`src/sv/ueec_pkg.sv`:
```
// Package: shared types, constants and the emoji range function for the UTF-16 decoder.
`timescale 1ns / 1ps

package ueec_pkg;

    // Surrogate ranges and pair offset
    localparam logic [15:0] HIGH_SURR_MIN = 16'hD800;
    localparam logic [15:0] HIGH_SURR_MAX = 16'hDBFF;
    localparam logic [15:0] LOW_SURR_MIN  = 16'hDC00;
    localparam logic [15:0] LOW_SURR_MAX  = 16'hDFFF;
    localparam logic [20:0] PAIR_BASE     = 21'h10000;
    localparam logic [5:0]  HIGH_SURR_TAG = 6'b110110;

    // Supplementary emoji block and its emoji subrange
    localparam logic [20:0] SUPP_BLOCK_MIN = 21'h1F000;
    localparam logic [20:0] SUPP_BLOCK_MAX = 21'h1FFFF;
    localparam logic [20:0] SUPP_EMOJI_MIN = 21'h1F100;
    localparam logic [20:0] SUPP_EMOJI_MAX = 21'h1FAFF;

    // Input request: one code unit
    typedef struct packed {
        logic [15:0] code_unit;
        logic        last_unit;
    } in_item_t;

    // Output request: one classified code point
    typedef struct packed {
        logic [20:0] codepoint;
        logic        is_emoji;
        logic        message_has_emoji;
        logic        last_point;
    } out_item_t;

    // Queue entry: an optional lone held high surrogate, then an optional code point
    typedef struct packed {
        logic        has_held;
        logic [9:0]  held;
        logic        has_cp;
        logic [20:0] cp;
        logic        last;
    } queue_entry_t;

    // Queue status seen by the front and back ends
    typedef struct packed {
        logic full;
        logic empty;
    } queue_status_t;

    function automatic logic in_range(input logic [20:0] c, input logic [20:0] lo,
                                      input logic [20:0] hi);
        in_range = (c >= lo) && (c <= hi);
    endfunction

    // Fixed emoji range table
    function automatic logic in_emoji_table(input logic [20:0] c);
        logic hit;
        if (in_range(c, SUPP_BLOCK_MIN, SUPP_BLOCK_MAX))
        begin
            hit = in_range(c, SUPP_EMOJI_MIN, SUPP_EMOJI_MAX);
        end
        else
        begin
            hit = (c == 21'h000A9) || (c == 21'h000AE) ||
                  (c == 21'h0203C) || (c == 21'h02049) ||
                  (c == 21'h02122) || (c == 21'h02139) ||
                  in_range(c, 21'h02194, 21'h02199) ||
                  (c == 21'h021A9) || (c == 21'h021AA) ||
                  (c == 21'h0231A) || (c == 21'h0231B) ||
                  in_range(c, 21'h023E9, 21'h023F3) ||
                  in_range(c, 21'h023F8, 21'h023FA) ||
                  (c == 21'h024C2) ||
                  (c == 21'h025AA) || (c == 21'h025AB) ||
                  (c == 21'h025B6) || (c == 21'h025C0) ||
                  in_range(c, 21'h025FB, 21'h025FE) ||
                  in_range(c, 21'h02600, 21'h027BF) ||
                  in_range(c, 21'h02934, 21'h02935) ||
                  in_range(c, 21'h02B05, 21'h02B07) ||
                  (c == 21'h02B1B) || (c == 21'h02B1C) ||
                  (c == 21'h02B50) || (c == 21'h02B55) ||
                  (c == 21'h03030) || (c == 21'h0303D) ||
                  (c == 21'h03297) || (c == 21'h03299);
        end
        in_emoji_table = hit;
    endfunction

endpackage

```
`src/sv/ueec_front.sv`:
```
// Front end: accepts code units, pairs surrogates and pushes decode entries into the queue.
`timescale 1ns / 1ps

module ueec_front (
    input  logic                   clk,
    input  logic                   rst_n,
    input  logic                   unit_valid,
    output logic                   unit_ready,
    input  ueec_pkg::in_item_t     unit_data,
    input  ueec_pkg::queue_status_t q_status,
    output logic                   push,
    output ueec_pkg::queue_entry_t push_entry
);
    import ueec_pkg::*;

    logic       held_valid_reg, held_valid_next;
    logic [9:0] held_high_reg, held_high_next;
    logic       accept;
    logic       is_high;
    logic       is_low;
    logic       hold_new;

    assign unit_ready = !q_status.full;
    assign accept     = unit_valid && unit_ready;

    // Unit classification
    assign is_high  = (unit_data.code_unit >= HIGH_SURR_MIN) &&
                      (unit_data.code_unit <= HIGH_SURR_MAX);
    assign is_low   = (unit_data.code_unit >= LOW_SURR_MIN) &&
                      (unit_data.code_unit <= LOW_SURR_MAX);
    assign hold_new = is_high && !unit_data.last_unit;

    // Entry build and held-surrogate update
    always_comb
    begin
        held_valid_next     = held_valid_reg;
        held_high_next      = held_high_reg;
        push                = 1'b0;
        push_entry.has_held = 1'b0;
        push_entry.held     = held_high_reg;
        push_entry.has_cp   = 1'b0;
        push_entry.cp       = {5'd0, unit_data.code_unit};
        push_entry.last     = unit_data.last_unit;
        if (accept)
        begin
            if (held_valid_reg && is_low)
            begin
                // completed pair
                push              = 1'b1;
                push_entry.has_cp = 1'b1;
                push_entry.cp     = PAIR_BASE +
                                    {1'b0, held_high_reg, unit_data.code_unit[9:0]};
                held_valid_next   = 1'b0;
                held_high_next    = 10'd0;
            end
            else
            begin
                push_entry.has_held = held_valid_reg;
                push_entry.has_cp   = !hold_new;
                push                = held_valid_reg || !hold_new;
                held_valid_next     = hold_new;
                held_high_next      = hold_new ? unit_data.code_unit[9:0] : 10'd0;
            end
        end
    end

    always_ff @(posedge clk or negedge rst_n)
    begin
        if (!rst_n)
        begin
            held_valid_reg <= 1'b0;
            held_high_reg  <= 10'd0;
        end
        else
        begin
            held_valid_reg <= held_valid_next;
            held_high_reg  <= held_high_next;
        end
    end

endmodule

```
`src/sv/ueec_queue.sv`:
```
// Short flop-based queue of decode entries between the front and back ends.
`timescale 1ns / 1ps

module ueec_queue #(
    parameter int DEPTH = 4
) (
    input  logic                    clk,
    input  logic                    rst_n,
    input  logic                    push,
    input  ueec_pkg::queue_entry_t  push_entry,
    input  logic                    pop,
    output ueec_pkg::queue_entry_t  head,
    output ueec_pkg::queue_status_t status
);
    import ueec_pkg::*;

    localparam int PTR_W = (DEPTH > 1) ? $clog2(DEPTH) : 1;
    localparam int CNT_W = $clog2(DEPTH + 1);
    localparam logic [PTR_W-1:0] PTR_LAST = PTR_W'(DEPTH - 1);
    localparam logic [CNT_W-1:0] CNT_FULL = CNT_W'(DEPTH);

    queue_entry_t     mem_reg [DEPTH];
    logic [PTR_W-1:0] wr_ptr_reg, wr_ptr_next;
    logic [PTR_W-1:0] rd_ptr_reg, rd_ptr_next;
    logic [CNT_W-1:0] count_reg, count_next;
    logic             do_push;
    logic             do_pop;

    assign status.full  = (count_reg == CNT_FULL);
    assign status.empty = (count_reg == '0);
    assign do_push      = push && !status.full;
    assign do_pop       = pop && !status.empty;
    assign head         = mem_reg[rd_ptr_reg];

    // Pointer and occupancy update
    always_comb
    begin
        wr_ptr_next = wr_ptr_reg;
        rd_ptr_next = rd_ptr_reg;
        count_next  = count_reg;
        if (do_push)
        begin
            wr_ptr_next = (wr_ptr_reg == PTR_LAST) ? '0 : wr_ptr_reg + 1'b1;
        end
        if (do_pop)
        begin
            rd_ptr_next = (rd_ptr_reg == PTR_LAST) ? '0 : rd_ptr_reg + 1'b1;
        end
        if (do_push && !do_pop)
        begin
            count_next = count_reg + 1'b1;
        end
        else if (do_pop && !do_push)
        begin
            count_next = count_reg - 1'b1;
        end
    end

    always_ff @(posedge clk or negedge rst_n)
    begin
        if (!rst_n)
        begin
            wr_ptr_reg <= '0;
            rd_ptr_reg <= '0;
            count_reg  <= '0;
        end
        else
        begin
            wr_ptr_reg <= wr_ptr_next;
            rd_ptr_reg <= rd_ptr_next;
            count_reg  <= count_next;
        end
    end

    // Entry storage, no reset needed
    always_ff @(posedge clk)
    begin
        if (do_push)
        begin
            mem_reg[wr_ptr_reg] <= push_entry;
        end
    end

endmodule

```
`src/sv/ueec_back.sv`:
```
// Back end: expands queue entries into code points, classifies them and drives the output register.
`timescale 1ns / 1ps

module ueec_back (
    input  logic                    clk,
    input  logic                    rst_n,
    input  ueec_pkg::queue_entry_t  head,
    input  ueec_pkg::queue_status_t q_status,
    output logic                    pop,
    output logic                    point_valid,
    input  logic                    point_ready,
    output ueec_pkg::out_item_t     point_data
);
    import ueec_pkg::*;

    logic        out_valid_reg, out_valid_next;
    out_item_t   out_data_reg, out_data_next;
    logic        seen_reg, seen_next;
    logic        phase_reg, phase_next;
    logic        load;
    logic        take;
    logic        emit_held;
    logic [20:0] sel_cp;
    logic        sel_last;
    logic        sel_emoji;
    logic        sel_has;

    assign point_valid = out_valid_reg;
    assign point_data  = out_data_reg;

    // Output register free, and an entry waiting
    assign load = !out_valid_reg || point_ready;
    assign take = load && !q_status.empty;

    // Pick the held surrogate first, then the entry's own code point
    assign emit_held = head.has_held && !phase_reg;
    assign sel_cp    = emit_held ? {5'd0, HIGH_SURR_TAG, head.held} : head.cp;
    assign sel_last  = emit_held ? 1'b0 : head.last;
    assign sel_emoji = in_emoji_table(sel_cp);
    assign sel_has   = seen_reg || sel_emoji;

    always_comb
    begin
        out_valid_next = out_valid_reg;
        out_data_next  = out_data_reg;
        seen_next      = seen_reg;
        phase_next     = phase_reg;
        pop            = 1'b0;
        if (load)
        begin
            out_valid_next = take;
        end
        if (take)
        begin
            out_data_next.codepoint         = sel_cp;
            out_data_next.is_emoji          = sel_emoji;
            out_data_next.message_has_emoji = sel_has;
            out_data_next.last_point        = sel_last;
            seen_next                       = sel_last ? 1'b0 : sel_has;
            if (emit_held && head.has_cp)
            begin
                phase_next = 1'b1;
            end
            else
            begin
                phase_next = 1'b0;
                pop        = 1'b1;
            end
        end
    end

    always_ff @(posedge clk or negedge rst_n)
    begin
        if (!rst_n)
        begin
            out_valid_reg <= 1'b0;
            seen_reg      <= 1'b0;
            phase_reg     <= 1'b0;
        end
        else
        begin
            out_valid_reg <= out_valid_next;
            seen_reg      <= seen_next;
            phase_reg     <= phase_next;
        end
    end

    // Payload register
    always_ff @(posedge clk)
    begin
        out_data_reg <= out_data_next;
    end

endmodule

```
`src/sv/utf16_decode_emoji_classify_core.sv`:
```
// Top level: UTF-16 surrogate pair decoder with emoji classification.
//
//   Channel   Direction  Request type  Handshake
//   unit      in         in_item_t     unit_valid / unit_ready
//   point     out        out_item_t    point_valid / point_ready
//
// One code unit is taken per cycle while the queue is not full. A unit that
// yields two code points (a held high surrogate flushed ahead of another unit)
// occupies the back end's output register once for each; the QUEUE_DEPTH-entry
// queue absorbs that. Each code point passes through the queue and then the
// back end's output register before it is presented.
// rst_n clears the held surrogate, the message emoji flag and the queue.
// A stall on point_ready backs up the queue; unit_ready drops only when it is full.
`timescale 1ns / 1ps

module utf16_decode_emoji_classify_core #(
    parameter int QUEUE_DEPTH = 4
) (
    input  logic                clk,
    input  logic                rst_n,
    input  logic                unit_valid,
    output logic                unit_ready,
    input  ueec_pkg::in_item_t  unit_data,
    output logic                point_valid,
    input  logic                point_ready,
    output ueec_pkg::out_item_t point_data
);
    import ueec_pkg::*;

    logic          push;
    logic          pop;
    queue_entry_t  push_entry;
    queue_entry_t  head;
    queue_status_t q_status;

    // Decode front end
    ueec_front u_front (
        .clk        (clk),
        .rst_n      (rst_n),
        .unit_valid (unit_valid),
        .unit_ready (unit_ready),
        .unit_data  (unit_data),
        .q_status   (q_status),
        .push       (push),
        .push_entry (push_entry)
    );

    // Entry queue
    ueec_queue #(
        .DEPTH (QUEUE_DEPTH)
    ) u_queue (
        .clk        (clk),
        .rst_n      (rst_n),
        .push       (push),
        .push_entry (push_entry),
        .pop        (pop),
        .head       (head),
        .status     (q_status)
    );

    // Classify back end
    ueec_back u_back (
        .clk         (clk),
        .rst_n       (rst_n),
        .head        (head),
        .q_status    (q_status),
        .pop         (pop),
        .point_valid (point_valid),
        .point_ready (point_ready),
        .point_data  (point_data)
    );

endmodule

```
`config.mk`:
```
export PLATFORM = sky130hd
export DESIGN_NAME = utf16_decode_emoji_classify_core
export DESIGN_NICKNAME = d
export VERILOG_FILES = /design/src/sv/ueec_pkg.sv /design/src/sv/ueec_front.sv /design/src/sv/ueec_queue.sv /design/src/sv/ueec_back.sv /design/src/sv/utf16_decode_emoji_classify_core.sv
export SDC_FILE = /design/constraint.sdc
export NUM_CORES = 1
export LEC_CHECK = 0
export ABC_AREA = 1
export BUFFER_PORTS_ARGS = -buffer_cell sky130_fd_sc_hd__buf_4
export CAP_MARGIN = 25
export CORE_MARGIN = 3
export CORE_UTILIZATION = 50
export CTS_CLUSTER_SIZE = 14
export DETAILED_ROUTE_END_ITERATION = 12
export PLACE_DENSITY = 0.75
export SLEW_MARGIN = 20
export SYNTH_ARGS = -nofsm -noshare
export SYNTH_HDL_FRONTEND = slang
export SYNTH_HIERARCHICAL = 1
export SYNTH_SLANG_ARGS = --single-unit
export TNS_END_PERCENT = 30
```
`constraint.sdc`:
```
create_clock -name clk -period 3.7 [get_ports clk]
set_clock_uncertainty 0.15 [all_clocks]
set_input_delay 0.185 -clock clk [delete_from_list [all_inputs] [get_ports clk]]
set_output_delay 0.185 -clock clk [all_outputs]
set_load 0.05 [all_outputs]
```
== Word level (Yosys, flattened, before mapping) ==
Memory sizes are Yosys's and may differ from the RTL's.
Index checks and enable logic that the tools add are counted.
Cells by class
  muxes and demuxes: 23
  shift operators: 0
  $add $sub $neg: 5
  multipliers: 0
  $lt $le $gt $ge: 22
  bitwise gates (word level): 0
  equal/unequal tests: 26
  div/mod/pow operators: 0
  reductions and logical operators: 63
Operator list (number)
  $eq 21x14->1 const B: 21
  $ge 21x14->1 const B: 7
  $le 21x14->1 const B: 7
  $eq 21x8->1 const B: 2
  $ge 21x17->1 const B: 2
  $le 21x17->1 const B: 2
  $mux 21: 2
  $ge 16x16->1 const B: 2
  $le 16x16->1 const B: 2
  $logic_or 1x1->1: 32
  $mux 22: 1
  $add 17x20->21 const A: 1
  $logic_and 1x1->1: 21
  $mux 10: 2
  $mux 1: 14
  $logic_not 1->1: 8
  $mux 3: 2
  $add 2x1->2 const B: 2
  $eq 2x2->1 const B: 2
  $mux 2: 2
  $add 3x1->3 const B: 1
  $eq 3x3->1 const B: 1
  $logic_not 3->1: 1
  $sub 3x1->3 const B: 1
  $reduce_bool 2->1: 1
Word-level totals
  input bits: 21
  memories kept: 1
  bits in writable memories: 136
  word-level logic and storage cells: 152
  memory bits (read-only): 0
  bits in registers: 45
  bits in latches: 0
Memory list
  u_queue.mem_reg: words 4, width 34, read ports 1, clocked after memory_dff 0, write ports 1, RTL line ueec_queue.sv:22  | queue_entry_t mem_reg [DEPTH];

== Longest topological paths before layout ==
Gate-level depths: netlist (run 1).
  word-level depth: 36
  gate-level depth with buffers: 24
  mapped depth without buffers: 21

== Hierarchy ==
The synthesis (run 1) kept the hierarchy.
Modules (own cells, without submodules)
  ueec_queue: instances 1, cells each 457, area each 5820.6 um^2
  ueec_back: instances 1, cells each 423, area each 2626.3 um^2
  ueec_front: instances 1, cells each 125, area each 910.9 um^2

== Worst setup path after synthesis (run 1) ==
No wires, ideal clock.
  kind: reg-to-reg
  start point: reg u_back.out_valid_reg, in the netlist u_back/point_valid
  end point: reg u_queue.count_reg[1]
  slack: 0.076 ns
  period minus slack after synthesis: 3.624 ns
  stages on the path, launching flop included: 9
  arrival time: 3.348 ns
  cells stage by stage: dfrtp_1 > a21oi_1 > a21boi_0 > nand2_1 > ha_1 > inv_1 > fa_1 > nand2_1 > o21ai_0
Between the ends
  cells in the longest elaborated chain, start to end: 8
Ends and longest elaborated chain
  start: declaration: RTL line ueec_back.sv:16  | logic out_valid_reg, out_valid_next;
  start signal: assignment: RTL line ueec_back.sv:82  | out_valid_reg <= out_valid_next;
  $logic_not 1->1: RTL line ueec_back.sv:32  | assign load = !out_valid_reg || point_ready;
  $logic_or 1x1->1: RTL line ueec_back.sv:32
  $logic_and 1x1->1: RTL line ueec_back.sv:33  | assign take = load && !q_status.empty;
  net u_back.take: RTL line ueec_back.sv:21  | logic take;
  $mux 1: RTL line ueec_back.sv:53  | if (take)
  net pop: RTL line utf16_decode_emoji_classify_core.sv:31  | logic pop;
  $logic_and 1x1->1: RTL line ueec_queue.sv:32  | assign do_pop = pop && !status.empty;
  $logic_not 1->1: RTL line ueec_queue.sv:49  | if (do_push && !do_pop)
  $logic_and 1x1->1: RTL line ueec_queue.sv:49
  $mux 3: RTL line ueec_queue.sv:49
  net u_queue.count_next[1]: RTL line ueec_queue.sv:25  | logic [CNT_W-1:0] count_reg, count_next;
  end signal: assignment: RTL line ueec_queue.sv:71  | count_reg <= count_next;
  end: declaration: RTL line ueec_queue.sv:25
The timed path passes the listed nets, and every way through them passes these cells.
A chain may end at the register's enable or synchronous reset.

==> impl_results.md, run 1 <==
- Std-Cell Rows: 49
- Unique cell type count in the Yosys netlist: 45
- Most common cell after layout, fill and taps aside: nand2_1
- Post-Route WL: 20530 um
- R2R Path End: u_back/point_data[1]
- Area contributors post-synth: edfxtp_1, nand2_1, dfrtp_1
- Share of cells above drive strength 1: 14.39%
- Pin count of the biggest net entering global routing: 101
- CTS tree: yes
- Period utilization: 86.39%
- Share of the synthesized area in the top cell type: 51.34%
- Most frequent cells in the layout: nand2_1, edfxtp_1, inv_1
- Leak Pwr: 4.533 nW
- Hold Path Sink: u_queue/mem_reg[0][11]
- Placed cell areas: 9821 um^2
- CP Launch Type: register
- Core area: 18150 um^2
- Register area share after synthesis: 56.96%
- Max Cap Viol: 0
- Critical path data arrival time: 3.22 ns
- R2r setup slk: 0.50 ns
- Vias per cell: 5.360
- Remaining Overflow, GRT: 0
- DR pass1 iterations: 8
- Max Slew Vio Count: 0
- GRT Util Overall: 20.63%
- Synthesized cell area: 9358 um^2
- Syn-to-layout area delta: 13.14%
- Via count: 6925
- WL/cell: 15.89 um
- CTS sink cnt: 181
- Largest fanout on the critical path: 100
- Fillers: 1519
- Prevailing post-synth register cell: edfxtp_1
- Setup_tns: 0 ns
- Mean area per synthesized cell: 9.311 um^2
- Hold Path Class: input port to register
- H-tree depth: 4
- Die X: 142.8 um
- Clock root buffer: clkbuf_16
- FFs w/ async S/R, synth: 11.60%
- Gate Count Post-Synth: 1005
- Antenna violations before repair: 0
- Initial DRC count: 651
- Status: completed
- Yosys warns: 6
- EDFF count, synth: 160
- VDD IR-drop max: 0.4705 mV
- Min Tclk post-route: 3.196 ns
- Global-route wire length before repair: 32430 um
- Synthesized flop and latch total: 181
- Die Y: 142.8 um
- Post-detail-place hpwl: 14260 um
- Reg2reg start: u_queue/rd_ptr_reg[0]
- Tightest Pin Transition: 0.5038 ns
- Num CTS Buffers: 17
- Num ports: 47
- Hold Path Stages: 2
- Vias in the first global route: 6330
- Worst endpoint required time: 3.72 ns
- Starting Density: 51.57%
- Crit end category: register
- Hold violation count in the final report: 0
- ANT nets after route: 0
- Worst Min Path Start: unit_data[11]
- Max FFs per register: 136
- DRC viols: 0
- Die area: 20390 um^2
- Pwr per Cell Area: 948.3 nW/um^2
- Ant diodes: 0
- Finish-stage setup viols: 0
- Biggest area consumer among synthesized cells: edfxtp_1
- Placer Congestion: 1.044
- Clock Tree Buf Depth: 2
- # nets final: 1079
- R2R depth: 16
- Final instance area: 10590 um^2
- Synthesized Nets: 1034
- Max Fclk: 312.8 MHz
- RSZ-0062 raised after global routing: no
- Setup Crit Path Kind: register to register
- Worst skew pair latency: 0.42 ns
- Max-slew headroom: 66.41%
- Clk slew on worst S/H paths: 0.07 ns
- Number of port buffers: 46
stage by stage:
stage | power (mW) | hold slack (ns) | instances | worst slack (ns) | util [%]
after floorplan | 6.877 | -0.2606 | 1005 | 0.07579 | -
after global placement | 8.018 | -0.04596 | 1247 | 0.6669 | 54.12
after detailed placement | 8.079 | -0.04296 | 1247 | 0.6069 | 54.12
after CTS | 10.03 | 0.01196 | 1292 | 0.5943 | 58.34
after global routing | 10.70 | 0.03613 | 1292 | 0.2708 | 58.34
final | 10.04 | 0.02205 | 1292 | 0.5035 | 58.34
power breakdown:
| part | leakage, nW | internal (mW) | switching [mW] | total, mW |
|---|---|---|---|---|
| clock | 0.309 | 1.20 | 0.741 | 1.94 |
| combinational | 2.49 | 1.34 | 3.72 | 5.06 |
| sequential | 1.74 | 2.87 | 0.167 | 3.04 |
Yosys cell counts (7+ instances only):
cell type    n
nand2_2     22
buf_2       16
nand2_1    307
nand3b_1    15
inv_2       10
inv_1      137
edfxtp_1   160
o211ai_1    68
nand3_1     53
ha_1         7
dfrtp_1     21
o21ai_0     11
buf_4       18
nor3_1       7
buf_6        7
nor2_1      82
nor2_2       7
a21oi_1      7
worst max-delay path: stages (launching register included):
cell and delay, ns:
dfrtp_4 0.45, buf_12 0.33, nand2_1 0.10, o211ai_1 0.09, nand2_1 0.18, inv_1 0.27
nand4_1 0.22, nor2_1 0.27, nand3_1 0.15, o21ai_1 0.14, nand2_1 0.06, nand2_1 0.05
nand3_1 0.09, nor2_2 0.13, nand3_2 0.08, nand2_2 0.08, nand2_1 0.05
worst max path at each step:
stage	from	endpoint
6_report	u_queue/rd_ptr_reg[0]	u_back/point_data[1]
5_1_grt	u_queue/rd_ptr_reg[0]	u_back/point_data[1]
4_1_cts	u_queue/rd_ptr_reg[0]	u_back/point_data[1]
3_5_place_dp	u_queue/rd_ptr_reg[0]	u_back/point_data[1]
3_3_place_gp	u_queue/rd_ptr_reg[0]	u_back/point_data[1]
2_1_floorplan	u_back/point_valid	u_queue/count_reg[1]
layer usage:
| layer | up-vias | share of wire (%) | GRT usage [%] |
|---|---|---|---|
| met4 | 0 | 2.4 | 7.604 |
| met1 | 3239 | 43 | 27.65 |
| met3 | 39 | 6.8 | 3.650 |
| li1 | 3375 | - | - |
| met2 | 272 | 48 | 33.90 |
| met5 | - | 0 | 0 |
cell type report:
cell class                 count  area [um^2]  share of cell area [%]
tap                          229        286.5                   2.706
clock buffer                  19        432.9                   4.089
clock inverter                13        203.9                   1.926
inverter                     151        570.5                   5.389
multi-input combinational    628         3157                   29.82
timing repair buffer          71        603.1                   5.696
sequential                   181         5334                   50.38
what timing repair did:
item | CTS | global route
endpoints found under the hold margin | 75 | 0
resized for setup | 0 | 0
buffers inserted | 0 | 0
hold buffers | 13 | 0
logic make-up after synthesis:
family | count (synthesis) | share of synthesized area (%)
AO/OA/AOI/OAI | 103 | 7.769
XOR/XNOR | 3 | 0.2808
AND/OR/NAND/NOR | 514 | 24.17
buffers and inverters | 196 | 9.667
adder cells (fa/ha/maj) | 8 | 1.150
flip-flops | 181 | 56.96
No activity file was read; power rests on OpenSTA's default activity.
==> inputs of run 2 (changes only) <==
--- a/config.mk
+++ b/config.mk
@@ -9,10 +9,10 @@
 export BUFFER_PORTS_ARGS = -buffer_cell sky130_fd_sc_hd__buf_4
 export CAP_MARGIN = 25
 export CORE_MARGIN = 3
-export CORE_UTILIZATION = 50
+export CORE_UTILIZATION = 35
 export CTS_CLUSTER_SIZE = 14
 export DETAILED_ROUTE_END_ITERATION = 12
-export PLACE_DENSITY = 0.75
+export PLACE_DENSITY = 0.57
 export SLEW_MARGIN = 20
 export SYNTH_ARGS = -nofsm -noshare
 export SYNTH_HDL_FRONTEND = slang
==> impl_results.md, run 2 (synthesis results as in run 1) <==
- Status: completed
- Global-route wire length before repair: 34690 um
- Fillers: 2563
- VDD IR-drop max: 0.3905 mV
- Max Fclk: 308.1 MHz
- Leak Pwr: 4.519 nW
- Flop pwr share: 30.9%
- Most common cell after layout, fill and taps aside: nand2_1
- Hold Path Class: input port to register
- Placed Cells: 1356
- Clk slew on worst S/H paths: 0.07 ns
- Switching power: 4.828 mW
- Die area: 28730 um^2
- Period utilization: 87.73%
- Vias in the first global route: 6302
- Vias per cell: 4.862
- DR pass1 iterations: 5
- Switch share: 48.38%
- Antenna violations before repair: 0
- Via count: 6817
- Post-layout util: 40.93%
- Int Power: 5.152 mW
- Num CTS Buffers: 17
- Hold slack: 0.02152 ns
- Number of port buffers: 46
- Post-detail-place hpwl: 15710 um
- Pin count of the biggest net entering global routing: 40
- Min Tclk post-route: 3.246 ns
- Initial DRC count: 464
- Largest fanout on the critical path: 36
- CP Launch Type: register
- Remaining Overflow, GRT: 0
- Tightest Pin Transition: 0.5726 ns
- Max-slew headroom: 61.83%
- CTS sink cnt: 181
- RSZ-0062 raised after global routing: no
- Setup Crit Path Kind: register to register
- Share of cells above drive strength 1: 14.90%
- Max FFs per register: 136
- Crit end category: register
- Std-Cell Rows: 59
- Total power: 9.980 mW
- Worst endpoint required time: 3.72 ns
- CTS tree: yes
- Setup_tns: 0 ns
- GRT Util Overall: 15.71%
- Non-Filler Instances: 1402
- Ant diodes: 0
- Clock Tree Buf Depth: 2
- Num ports: 47
- ANT nets after route: 0
- # nets final: 1083
- Syn-to-layout area delta: 14.29%
- Critical path data arrival time: 3.27 ns
- Clock power frac: 17.6%
- Die X: 169.5 um
- Max Cap Viol: 0
- Clock root buffer: clkbuf_16
- Comb pwr share: 51.5%
- Pwr per Cell Area: 933.1 nW/um^2
- Die Y: 169.5 um
- Starting Density: 35.81%
- Hold violation count in the final report: 0
- Max Slew Vio Count: 0
- H-tree depth: 4
- Finish-stage setup viols: 0
- Core area: 26130 um^2
- WL/cell: 15.87 um
- Placer Congestion: 0.9147
- Post-Route WL: 22250 um
- DRC viols: 0
- Most frequent cells in the layout: nand2_1, edfxtp_1, inv_1
- Worst skew pair latency: 0.43 ns
==> run 2: power groups by stage <==
stage	Sequential, mW	Combinational (mW)	Clock (mW)
6_report	3.08	5.14	1.75
5_1_grt	3.14	5.70	1.88
4_1_cts	3.09	5.14	1.80
3_5_place_dp	3.14	5.11	0
3_3_place_gp	3.13	5.14	0
2_1_floorplan	3.56	3.32	0
==> run 2: timing repair <==
| item | in CTS | in global routing |
|---|---|---|
| gates resized for setup | 0 | 0 |
| hold buffers | 14 | 0 |
| hold endpoints to repair | 80 | 0 |
| buffers inserted | 0 | 0 |
==> run 2: final cells by class <==
cell class / instances / area (um^2) / area share (%)
flip-flops and latches: 181 / 5334 / 49.87
inverters: 151 / 570.5 / 5.335
multi-input cells: 628 / 3164 / 29.59
repair buffers: 75 / 623.1 / 5.826
well taps: 335 / 419.2 / 3.919
clock buffers: 19 / 442.9 / 4.141
clock inverters: 13 / 141.4 / 1.322
==> run 2: critical path, cell delays in order, from the launching register on <==
cell      delay [ns]
dfrtp_4         0.64
nand2_1         0.12
o211ai_1        0.08
nand2_1         0.14
buf_4           0.23
inv_2           0.06
nor2_4          0.24
nor2_1          0.16
nor3_2          0.29
inv_2           0.09
a21oi_1         0.15
o21ai_0         0.10
nand2_1         0.07
nand3_1         0.07
nor2_2          0.12
nand3_2         0.07
nand2_2         0.10
nand2_1         0.08
==> run 2: path summary, 6_finish.rpt <==
check                                         endpoint  cells after the start                   from  slack (ns)
worst min-delay path            u_queue/mem_reg[3][15]                      2          unit_data[15]        0.02
max in group asynchronous        u_queue/rd_ptr_reg[0]                      2                  rst_n        3.07
worst min register to register    u_queue/count_reg[2]                      2   u_queue/count_reg[2]        0.36
worst max register to register    u_back/point_data[1]                     17  u_queue/rd_ptr_reg[0]        0.45
worst max-delay path              u_back/point_data[1]                     17  u_queue/rd_ptr_reg[0]        0.45
min in group asynchronous        u_queue/wr_ptr_reg[1]                      2                  rst_n        0.03
==> run 2: metal layers <==
metal	GRT usage [%]	up-vias	part of all wire [%]	routed length, um
met5	0	-	0	0
met4	4.303	0	1.5	333
met3	3.121	18	6.0	1329
met2	26.38	180	47	10530
met1	20.88	3225	45	10050
li1	-	3394	-	-
==> run 2: metrics by stage <==
stage               area [um^2]  setup slack [ns]
finish                    10700            0.4540
global route              10700            0.1526
CTS                       10700            0.4659
detailed placement         9971            0.4806
global placement           9971            0.4542
floorplan                  9358           0.07579
==> inputs of run 3 (changes only) <==
--- a/config.mk
+++ b/config.mk
@@ -12,7 +12,7 @@
 export CORE_UTILIZATION = 35
 export CTS_CLUSTER_SIZE = 14
 export DETAILED_ROUTE_END_ITERATION = 12
-export PLACE_DENSITY = 0.57
+export PLACE_DENSITY = 0.55
 export SLEW_MARGIN = 20
 export SYNTH_ARGS = -nofsm -noshare
 export SYNTH_HDL_FRONTEND = slang
==> constraint.sdc (replaced) <==
create_clock -name clk -period 3.3 [get_ports clk]
set_clock_uncertainty 0.15 [all_clocks]
set_input_delay 0.165 -clock clk [delete_from_list [all_inputs] [get_ports clk]]
set_output_delay 0.165 -clock clk [all_outputs]
set_load 0.05 [all_outputs]
==> impl_results.md, run 3 (synthesis results as in run 1) <==
- Status: completed
- Switch share: 48.38%
- Int Power: 5.967 mW
- Syn-to-layout area delta: 16.37%
- Worst skew pair latency: 0.44 ns
- Min Tclk post-route: 3.103 ns
- CP Launch Type: register
- Std-Cell Rows: 59
- Max Fclk: 322.3 MHz
- Flop pwr share: 29.4%
- Finish-stage setup viols: 0
- DR pass1 iterations: 5
- DRC viols: 0
- Die area: 28730 um^2
- Ant diodes: 0
- Vias per cell: 4.847
- Initial DRC count: 436
- Die Y: 169.5 um
- Most common cell after layout, fill and taps aside: nand2_1
- Clock root buffer: clkbuf_16
- Pwr per Cell Area: 1062 nW/um^2
- Worst endpoint required time: 3.44 ns
- Max FFs per register: 136
- Die X: 169.5 um
- Core area: 26130 um^2
- Starting Density: 35.81%
- Critical path buffers and inverters: 3
- Largest fanout on the critical path: 17
- Hold slack: 0.001870 ns
- Antenna violations before repair: 0
- Post-detail-place hpwl: 15970 um
- # nets final: 1094
- Critical path data arrival time: 3.25 ns
- Most frequent cells in the layout: nand2_1, edfxtp_1, inv_1
- Max-slew headroom: 66.46%
- Max Slew Vio Count: 0
- Vias in the first global route: 6357
- Critical path, cell by cell: o211ai_1, nand2_2, buf_6, inv_2, nor2_4, buf_4, nor2_1, nand2_1, nor4_1, nand2_1, nand3_1, nor2_1, nand2_1, nand2_1, nand3_2, nand2_2, nand2_1
- Num ports: 47
- GRT Util Overall: 16.32%
- Clock Tree Buf Depth: 2
- CTS sink cnt: 181
- Hold violation count in the final report: 0
- R2r setup slk: 0.20 ns
- Crit end category: register
- Post-layout util: 41.67%
- VDD IR-drop max: 0.4248 mV
- Non-Filler Instances: 1413
- Clock power frac: 17.8%
- Final instance area: 10890 um^2
- Num CTS Buffers: 17
- Number of port buffers: 46
- Crit path top cell by count: nand2_1
- Cell family with most CP delay: simple AND/OR/NAND/NOR gates
- WL/cell: 16.24 um
- Placed Cells: 1364
- Pin count of the biggest net entering global routing: 57
- CTS tree: yes
- Setup Crit Path Kind: register to register
- Tightest Pin Transition: 0.4985 ns
- Setup_tns: 0 ns
- Remaining Overflow, GRT: 0
- Leak Pwr: 4.600 nW
- Period utilization: 94.03%
- Crit path max-delay cell type: dfrtp_4
- Placer Congestion: 0.9356
- Placed cell areas: 10090 um^2
- Hold Path Class: input port to register
- Comb pwr share: 52.7%
- Switching power: 5.592 mW
- Max Cap Viol: 0
- Share of cells above drive strength 1: 16.14%
- ANT nets after route: 0
- Clk slew on worst S/H paths: 0.08 ns
- Via count: 6849
- Global-route wire length before repair: 35930 um
- H-tree depth: 4
- Post-Route WL: 22950 um
- CP peak stage delay: 0.54 ns
-- run 3: cell types whose count changed in the layout (fill, tap and decap cells not counted), sizes merged --
cell,previous run,this run
inv,152,154
clkinvlp,2,1
buf,61,71
clkbuf,19,18
dlygate4sd3,14,15
-- run 3: area by class of cell --
type	instances	area [um^2]
clock buffer	18	439.2
sequential	181	5334
timing repair buffer	86	774.5
tap	335	419.2
clock inverter	14	178.9
inverter	151	570.5
multi-input combinational	628	3173
fill	2565	15240
-- run 3: layer usage --
layer	share of wire, %	wire length [um]	global-route usage, %	vias up
met5	0	0	0	-
met4	1.2	265	3.663	0
met3	3.8	875	2.702	19
met2	48	11000	27.20	161
met1	47	10810	22.54	3250
li1	-	-	-	3419
-- run 3: path summary, 6_finish.rpt --
| kind | start | to | depth (start not counted) |
|---|---|---|---|
| worst min-delay path | unit_data[11] | u_queue/mem_reg[3][11] | 2 |
| worst max register to register | u_queue/rd_ptr_reg[0] | u_back/point_data[1] | 17 |
| min in group asynchronous | rst_n | u_queue/wr_ptr_reg[0] | 2 |
| worst min register to register | u_queue/count_reg[2] | u_queue/count_reg[2] | 2 |
| worst max-delay path | u_queue/rd_ptr_reg[0] | u_back/point_data[1] | 17 |
| max in group asynchronous | rst_n | u_queue/rd_ptr_reg[0] | 2 |
-- run 3: through the flow --
| stage | power, mW | worst slack, ns |
|---|---|---|
| 4_1_cts | 11.56 | 0.1141 |
| 3_5_place_dp | 9.472 | 0.1307 |
| 6_report | 11.56 | 0.1971 |
| 5_1_grt | 12.38 | -0.006013 |
| 3_3_place_gp | 9.487 | 0.1190 |
| 2_1_floorplan | 7.711 | -0.1869 |
-- run 3: power by group through the flow --
| stage | Combinational (mW) | Sequential (mW) | Clock [mW] |
|---|---|---|---|
| 2_1_floorplan | 3.72 | 3.99 | 0 |
| 3_3_place_gp | 6.04 | 3.45 | 0 |
| 3_5_place_dp | 6.01 | 3.46 | 0 |
| 4_1_cts | 6.04 | 3.41 | 2.11 |
| 5_1_grt | 6.72 | 3.45 | 2.21 |
| 6_report | 6.10 | 3.40 | 2.06 |
-- run 3: what timing repair did --
item                       4_1_cts  5_1_grt
setup endpoints to repair        0        3
hold buffers                    15        0
hold endpoints to repair        84        0
buffers inserted                 0        2
resized for setup                0        6
